--- config.mk ---
export PLATFORM = sky130hd
export DESIGN_NAME = essb_div3
export DESIGN_NICKNAME = d
export VERILOG_FILES = /design/src/essb_pkg.sv /design/src/essb_div3.sv
export SDC_FILE = /design/constraint.sdc
export NUM_CORES = 1
export LEC_CHECK = 0
export BUFFER_PORTS_ARGS = -buffer_cell sky130_fd_sc_hd__buf_2
export CAP_MARGIN = 20
export CORE_ASPECT_RATIO = 0.9
export CORE_MARGIN = 3
export CORE_UTILIZATION = 40
export DETAILED_ROUTE_END_ITERATION = 12
export GPL_ROUTABILITY_DRIVEN = 0
export SYNTH_ARGS = -nofsm -noshare
export SYNTH_HDL_FRONTEND = slang
export SYNTH_SLANG_ARGS = --single-unit
--- constraint.sdc ---
create_clock -name clk_i -period 12.52 [get_ports clk_i]
set_input_delay 1.878 -clock clk_i [delete_from_list [all_inputs] [get_ports clk_i]]
set_output_delay 1.878 -clock clk_i [all_outputs]
set_load 0.02 [all_outputs]
--- src/essb_pkg.sv ---
`timescale 1ns / 1ps
`default_nettype none
package essb_pkg;

  localparam int ORDER_BITS = 16;

  typedef enum logic [1:0] {
    CMD_CREATE = 2'd0,
    CMD_WAKE   = 2'd1,
    CMD_SLEEP  = 2'd2,
    CMD_SCHED  = 2'd3
  } cmd_e;

  typedef enum logic [1:0] {
    ST_OK         = 2'd0,
    ST_IN_USE     = 2'd1,
    ST_NOT_QUEUED = 2'd2
  } status_e;

  typedef enum logic [2:0] {
    S_IDLE,
    S_EXEC,
    S_DIV,
    S_SCAN,
    S_WB
  } state_e;

  // per-cell control: rotate the ring, or write selected fields in place
  typedef struct packed {
    logic shift;
    logic we_valid;
    logic we_pred;
    logic we_qs;
    logic we_cs;
    logic we_order;
  } cell_ctl_t;

endpackage
`default_nettype wire

--- src/essb_div3.sv ---
`timescale 1ns / 1ps
`default_nettype none
module essb_div3 #(
  parameter int XW = 34
) (
  input  wire           clk_i,
  input  wire           rst_ni,
  input  wire           start_i,
  input  wire [XW-1:0]  x_i,
  output logic          busy_o,
  output logic [XW-1:0] q_o
);
  import essb_pkg::*;

  localparam int H = XW / 2;
  // ceil(2^(XW+1)/3); XW+1 is odd, so the reciprocal is exact for every XW-bit x
  localparam logic [XW-1:0] RECIP = XW'(((64'd1 << (XW + 1)) + 64'd1) / 64'd3);

  logic            busy_q;
  logic [1:0]      step_q;
  logic [XW-1:0]   x_q;
  logic [2*XW-1:0] acc_q;
  logic [H-1:0]    xa, mb;
  logic [XW-1:0]   prod;
  logic [2*XW-1:0] prod_x, part;

  // x * RECIP built from four half-width partial products, one per cycle
  always_comb begin
    xa     = step_q[1] ? x_q[XW-1:H] : x_q[H-1:0];
    mb     = step_q[0] ? RECIP[XW-1:H] : RECIP[H-1:0];
    prod   = {{H{1'b0}}, xa} * {{H{1'b0}}, mb};
    prod_x = {{XW{1'b0}}, prod};
    case (step_q)
      2'd0:    part = prod_x;
      2'd3:    part = prod_x << XW;
      default: part = prod_x << H;
    endcase
  end

  always_ff @(posedge clk_i or negedge rst_ni) begin
    if (!rst_ni) begin
      busy_q <= 1'b0;
      step_q <= '0;
    end else if (start_i) begin
      busy_q <= 1'b1;
      step_q <= '0;
    end else if (busy_q) begin
      step_q <= step_q + 2'd1;
      if (step_q == 2'd3) busy_q <= 1'b0;
    end
  end

  always_ff @(posedge clk_i) begin
    if (start_i) begin
      x_q   <= x_i;
      acc_q <= '0;
    end else if (busy_q) begin
      acc_q <= acc_q + part;
    end
  end

  assign busy_o = busy_q;
  assign q_o    = {1'b0, acc_q[2*XW-1:XW+1]};

endmodule
`default_nettype wire

## After elaboration in Yosys (flattened, before gate mapping)

Index checks and enable logic that the tools add are counted.

- Flip-flop bits (word level): 105
- Input bits: 37
- Output and inout port bits: 35
- Word-level logic and storage cells: 18

- Add/subtract/negate cells: 2
- $mul: 1
- Equal/unequal tests: 1
- Muxes and demuxes: 8
- Reductions and logical operators: 2

Operators with widths:

| cell | number |
|---|---|
| one-hot mux 68 bit (2 select lines) | 1 |
| adder 68 bit | 1 |
| multiplier 17 x 17 -> 34 bit | 1 |
| two-way mux 17 bit | 2 |
| two-way mux 2 bit | 2 |
| two-way mux 1 bit | 3 |
| adder 2 x 1 -> 2 bit (second input constant) | 1 |
| equality test 2 bit (second input constant) | 1 |
| logical NOT 2 bit | 1 |
| nonzero test 2 bit | 1 |

## Depth between registers and ports, before layout

Gate-level depths: netlist of the first run.

- Depth after elaboration: 4
- Mapped depth: 40
- Depth with buffers taken out: 38

## Least setup slack after synthesis of the first run

OpenSTA, ideal clock, no wires.

- Kind: register to register
- Start: register step_q[1]
- End: register acc_q[67]
- Library setup time: 70 ps
- Data arrival time: 9264 ps
- Data required time: 12450 ps
- Setup slack: 3186 ps
- Stages on the path, launching flop included: 39
- Path buffers: 3
- Clock period less this slack: 9334 ps
- Cells stage by stage: dfrtp_1 -> clkbuf_1 -> clkbuf_1 -> mux2i_1 -> inv_1 -> nand2_1 -> o21ai_0 -> ha_1 -> fa_1 -> inv_1 -> fa_1 -> inv_1 -> fa_1 -> fa_1 -> inv_1 -> fa_1 -> inv_1 -> ha_1 -> [3 not listed] -> a221oi_4 -> o31a_2 -> nand2b_1 -> a21oi_1 -> xor2_1 -> a22o_1 -> ha_1 -> clkbuf_1 -> a21o_1 -> o21bai_1 -> o21ai_0 -> a21oi_1 -> or2_2 -> a211oi_2 -> o2111a_1 -> nor3_1 -> or4_1 -> a21oi_1

- Cells in the longest elaborated chain, start to end: 4
- Elaborated cells between the ends (all ways): 6
- Classes of those cells: 1 x add/sub; 1 x mul; 1 x eq/ne; 2 x mux; 1 x reduce/logical

Ends and longest elaborated chain:

| element | RTL line | source |
|---|---|---|
| start: declaration | essb_div3.sv:20 | `logic [1:0] step_q;` |
| start signal: assignment | essb_div3.sv:48 | `step_q <= step_q + 2'd1;` |
| two-way mux 17 bit | essb_div3.sv:29 | `xa = step_q[1] ? x_q[XW-1:H] : x_q[H-1:0];` |
| multiplier 17 x 17 -> 34 bit | essb_div3.sv:31 | `prod = {{H{1'b0}}, xa} * {{H{1'b0}}, mb};` |
| one-hot mux 68 bit (2 select lines) (*) | essb_div3.sv:33 | `case (step_q)` |
| adder 68 bit (*) | essb_div3.sv:58 | `acc_q <= acc_q + part;` |
| end signal: assignment | essb_div3.sv:58 |  |
| end: declaration | essb_div3.sv:22 | `logic [2*XW-1:0] acc_q;` |

Mark *: on every way between the ends. The rest lies on a longest branch, timed or not.
A chain may end at the register's enable or synchronous reset.

## Worst setup path in the final report of the first run

Same ends and word-level chain as after synthesis.

==> results.json, run 1 <==
{
  "run_status": "finished clean",
  "finalClockSkew_ns": 0.0232,
  "std_cell_rows": 67,
  "drive_above_1_share": 0.0634,
  "synth.most_common_cell": "inv_1",
  "dpl.cell_count": 2248,
  "cts_buffer_depth": 2,
  "cts.clk_slew.worst_paths_ns": 0.09,
  "seq_area_frac_synth": 0.159,
  "crit_fanout": 11,
  "fin_crit_ns": 10.71,
  "cap_violations": 0,
  "cts_setup_buffers": 0,
  "cts-root-buf": "clkbuf_16",
  "num_vias": 12769,
  "synth.distinct_cells": 77,
  "path_class": "register to register",
  "async_flop_share": 0.0286,
  "grt_usage": 0.221,
  "layoutNonFillerInstCount": 2264,
  "synth_edf_count": 34,
  "via_per_inst": 5.64,
  "die_w_um": 213,
  "slew_headroom": 0.318,
  "reg2reg_from": "step_q[1]",
  "setup_ws_ns": 1.81,
  "endpoint_kind": "register",
  "finalSetupTns_ns": 0,
  "rsz0062_at_grt": "false",
  "h-tree-depth": 3,
  "fin_crit_sh": 0.855,
  "numPortBuffers": 70,
  "synth_top_area_share": 0.193,
  "slew_violations": 0,
  "io_pins": 72,
  "synth_common_cells": "inv_1, ha_1, fa_1, nor2_1, a21oi_1",
  "cts_tree": "yes",
  "crit_family": "adder cells",
  "ys_seq_elements": 105,
  "netlist_area_sq_mm": 0.0154,
  "syn_area_per_cell_sq_um": 8.55,
  "nets": 2159,
  "grt_pass1_vias": 12658,
  "grt_start_max_net_pins": 69,
  "die_h_um": 192,
  "cts.repair.resized": 0,
  "cp.required_ns": 12.85,
  "cts_sinks": 105,
  "timing.fmax_ghz": 0.0934,
  "ctsHoldBuffers": 0,
  "yosysWarnings": 0,
  "worst_path_max_delay_cell": "dfrtp_1",
  "post_synth_inst_count": 1806,
  "antenna_found_initial": 0,
  "drt_wl_total_um": 44200,
  "cp_num_buf_inv": 6,
  "ant_nets": 0,
  "remaining_drc_errors": 0,
  "hold_start": "acc_q[4]",
  "die-area_sq_mm": 0.0410,
  "ys.flop_type": "dfxtp_1",
  "fillers": 3751,
  "drt-pass1-iter-count": 5,
  "start_util": 0.410,
  "holdCritPathClass": "register to register",
  "place_hpwl_um": 36600,
  "yosys-top-cells-area": "fa_1, ha_1, dfxtp_1, edfxtp_1, inv_1",
  "worstMarginPinSlew_ns": 1.02,
  "syn2layout_area_growth_pct": 5.13,
  "max_stage_delay_ns": 0.87,
  "cp_data_arrival_time_ns": 11.04,
  "dp_slack_ns": 1.93,
  "startpoint": "step_q[1]",
  "cts_made_buffers": 9,
  "routedWlPerCell_um": 19.5,
  "grt_pass1_wl_um": 70000,
  "yosys.area.top_type": "fa_1",
  "antennaDiodeCount": 0,
  "grt_overflow": 0,
  "setup_viol": 0,
  "hold_viol_final": 0,
  "startpoint_type": "register",
  "coreArea_sq_mm": 0.0376,
  "worstSkewPairLatency_ns": 0.40,
  "drtIter0Drc": 1029
}
## layer usage
layer / vias up / part of all wire / track usage
li1: 5996 / - / -
met4: 0 / 0.020 / 0.0527
met5: - / 0 / 0
met1: 6173 / 0.46 / 0.320
met3: 57 / 0.094 / 0.0561
met2: 543 / 0.43 / 0.330
## cell type report
class	count	area, sq um	share of cell area
Clock buffer	14	308	0.0190
Clock inverter	2	38.8	0.00239
Inverter	274	1030	0.0634
Multi-Input combinational cell	1308	11400	0.701
Sequential cell	105	2460	0.152
Tap cell	483	604	0.0372
Timing Repair Buffer	78	413	0.0254
## worst register-to-register path, delay by kind of cell, from the launching register on
kind | cells | cell delay, ns
fa+ha+maj | 8 | 3.74
compound gates | 13 | 2.77
simple gates | 8 | 1.80
flops | 1 | 0.87
buf+inv | 6 | 0.74
mux | 1 | 0.53
xor+xnor | 1 | 0.21
## layout by cell type, fill, tap and decap left out, drive strengths merged, types with 15 or more instances in the layout
| cell type | netlist | layout |
|---|---|---|
| inv | 273 | 273 |
| ha | 197 | 197 |
| fa | 149 | 149 |
| nor2 | 127 | 127 |
| a21oi | 126 | 126 |
| nand2 | 117 | 117 |
| o21ai | 94 | 94 |
| buf | 39 | 78 |
| dfxtp | 68 | 68 |
| xnor2 | 62 | 62 |
| mux2i | 60 | 60 |
| a21o | 44 | 44 |
| edfxtp | 34 | 34 |
| nand4 | 31 | 31 |
| and2 | 27 | 27 |
| xor2 | 24 | 24 |
| o21bai | 23 | 23 |
| a22o | 21 | 21 |
| nor3 | 18 | 18 |
| nand3 | 15 | 15 |
## logic make-up after synthesis
logic type | count (synthesis) | synth area share
AO/OA/AOI/OAI | 420 | 0.178
flip-flops | 105 | 0.159
buffers and inverters | 401 | 0.106
multiplexers | 60 | 0.0389
XOR/XNOR | 86 | 0.0488
AND/OR/NAND/NOR | 386 | 0.116
other | 2 | 0.000487
adder cells (fa/ha/maj) | 346 | 0.353
## registers in the layout, summed over array words and instances, names as in the netlist
name and flops:
acc_q 68, busy_o 1, x_q 34, step_q 2
## metrics by stage
stage	utilization	instance area, sq um	hold slack, ns
detailed placement	0.422	15900	0.453
finish	0.431	16200	0.479
global placement	0.422	15900	0.446
global route	0.431	16200	0.496
CTS	0.431	16200	0.476
floorplan	-	15500	0.432
## final timing paths
check,slack (ns),to,depth (start not counted)
max in group asynchronous,10.96,busy_o,1
min in group asynchronous,1.33,step_q[0],1
max,1.81,acc_q[67],37
max reg2reg,1.81,acc_q[67],37
min reg2reg,0.48,acc_q[4],2
min,0.48,acc_q[4],2
Power of run 1 is not shown: default switching activity piles up to over one toggle a cycle in this logic, so the estimate is an artifact.
==> inputs of run 2 (changes only) <==
RECOVER_POWER = 50   (was unset)
TNS_END_PERCENT = 50   (was unset)
==> results.json, run 2 (same netlist as run 1, synthesis figures left out) <==
{
  "grt_usage": 0.221,
  "cts_buffer_depth": 2,
  "worstMarginPinSlew_ns": 2.25,
  "drt-pass1-iter-count": 5,
  "startpoint_type": "register",
  "antennaDiodeCount": 0,
  "run_status": "finished, violations left",
  "die_w_um": 213,
  "drive_above_1_share": 0.0421,
  "remaining_drc_errors": 0,
  "grt_pass1_vias": 12658,
  "timing.fmax_ghz": 0.0930,
  "grt_start_max_net_pins": 69,
  "cp.required_ns": 12.85,
  "die-area_sq_mm": 0.0410,
  "numPortBuffers": 70,
  "drtIter0Drc": 1064,
  "cts.repair.resized": 0,
  "fin_crit_sh": 0.859,
  "setup_viol": 0,
  "num_vias": 12712,
  "top_regs": "acc_q x68, x_q x34, step_q x2",
  "nets": 2159,
  "holdCritPathClass": "register to register",
  "endpoint_kind": "register",
  "via_per_inst": 5.61,
  "timing.hold.ws_ns": 0.479,
  "std_cell_rows": 67,
  "drt_wl_total_um": 44100,
  "rsz0062_at_grt": "false",
  "finalClockSkew_ns": 0.0252,
  "final_common_cell": "inv_1",
  "cts-root-buf": "clkbuf_16",
  "dp_slack_ns": 1.93,
  "cts_sinks": 105,
  "finalSetupTns_ns": 0,
  "ant_nets": 0,
  "cts.clk_slew.worst_paths_ns": 0.09,
  "slew_headroom": -0.499,
  "syn2layout_area_growth_pct": 4.82,
  "h-tree-depth": 3,
  "cts_setup_buffers": 0,
  "cts_tree": "yes",
  "place_hpwl_um": 36600,
  "cts_made_buffers": 9,
  "largest_register_ff_count": 68,
  "start_util": 0.410,
  "coreArea_sq_mm": 0.0376,
  "crit_fanout": 11,
  "grt_overflow": 0,
  "die_h_um": 192,
  "io_pins": 72,
  "cp_data_arrival_time_ns": 11.08,
  "fin_crit_ns": 10.75,
  "max_stage_delay_ns": 0.87,
  "grt_pass1_wl_um": 70000,
  "worstSkewPairLatency_ns": 0.40,
  "worst_path_max_delay_cell": "dfrtp_1",
  "violations": "capacitance limit, slew limit",
  "antenna_found_initial": 0,
  "setup_ws_ns": 1.77,
  "routedWlPerCell_um": 19.5,
  "most-common-layout-cells": "inv_1, ha_1, fa_1",
  "path_class": "register to register",
  "cap_violations": 1,
  "hold_viol_final": 0,
  "ctsHoldBuffers": 0,
  "top_register": "acc_q",
  "slew_violations": 36
}
run 2: area by class of cell:
class	instances	area [sq um]
Multi-Input combinational cell	1308	11400
Clock buffer	14	308
Inverter	274	1030
Clock inverter	2	38.8
Tap cell	483	604
Fill cell	3770	21500
Timing Repair Buffer	78	364
Sequential cell	105	2460
run 2: worst paths after layout:
check | start | end | slack [ns] | cells after the start
max in group asynchronous | rst_ni | busy_o | 10.67 | 1
hold / removal | acc_q[29] | acc_q[29] | 0.48 | 2
setup reg to reg | step_q[1] | acc_q[67] | 1.77 | 37
hold reg to reg | acc_q[29] | acc_q[29] | 0.48 | 2
setup / recovery | step_q[1] | acc_q[67] | 1.77 | 37
min in group asynchronous | rst_ni | step_q[1] | 1.43 | 1
run 2: metrics by stage:
| step | cells | cell area (sq um) | utilization |
|---|---|---|---|
| 2_1_floorplan | 1814 | 15500 | - |
| 3_3_place_gp | 2248 | 15900 | 0.422 |
| 3_5_place_dp | 2248 | 15900 | 0.422 |
| 4_1_cts | 2264 | 16200 | 0.431 |
| 5_1_grt | 2264 | 16200 | 0.430 |
| 6_report | 2264 | 16200 | 0.430 |
run 2: routing by layer:
metal	routed length, um	track usage	part of all wire	up-vias
met5	0	0	0	-
met4	870	0.0527	0.020	0
met3	3940	0.0561	0.089	51
met2	18700	0.330	0.42	498
met1	20600	0.320	0.47	6169
li1	-	-	-	5994
run 2: worst max-delay path, delay by kind of cell, from the launching register on:
family | cells | cell delay (ns)
flops | 1 | 0.87
buf+inv | 6 | 0.73
mux | 1 | 0.52
xor+xnor | 1 | 0.21
fa+ha+maj | 8 | 3.74
compound gates | 13 | 2.78
simple gates | 8 | 1.80
Power of run 2 is left out for the same reason.
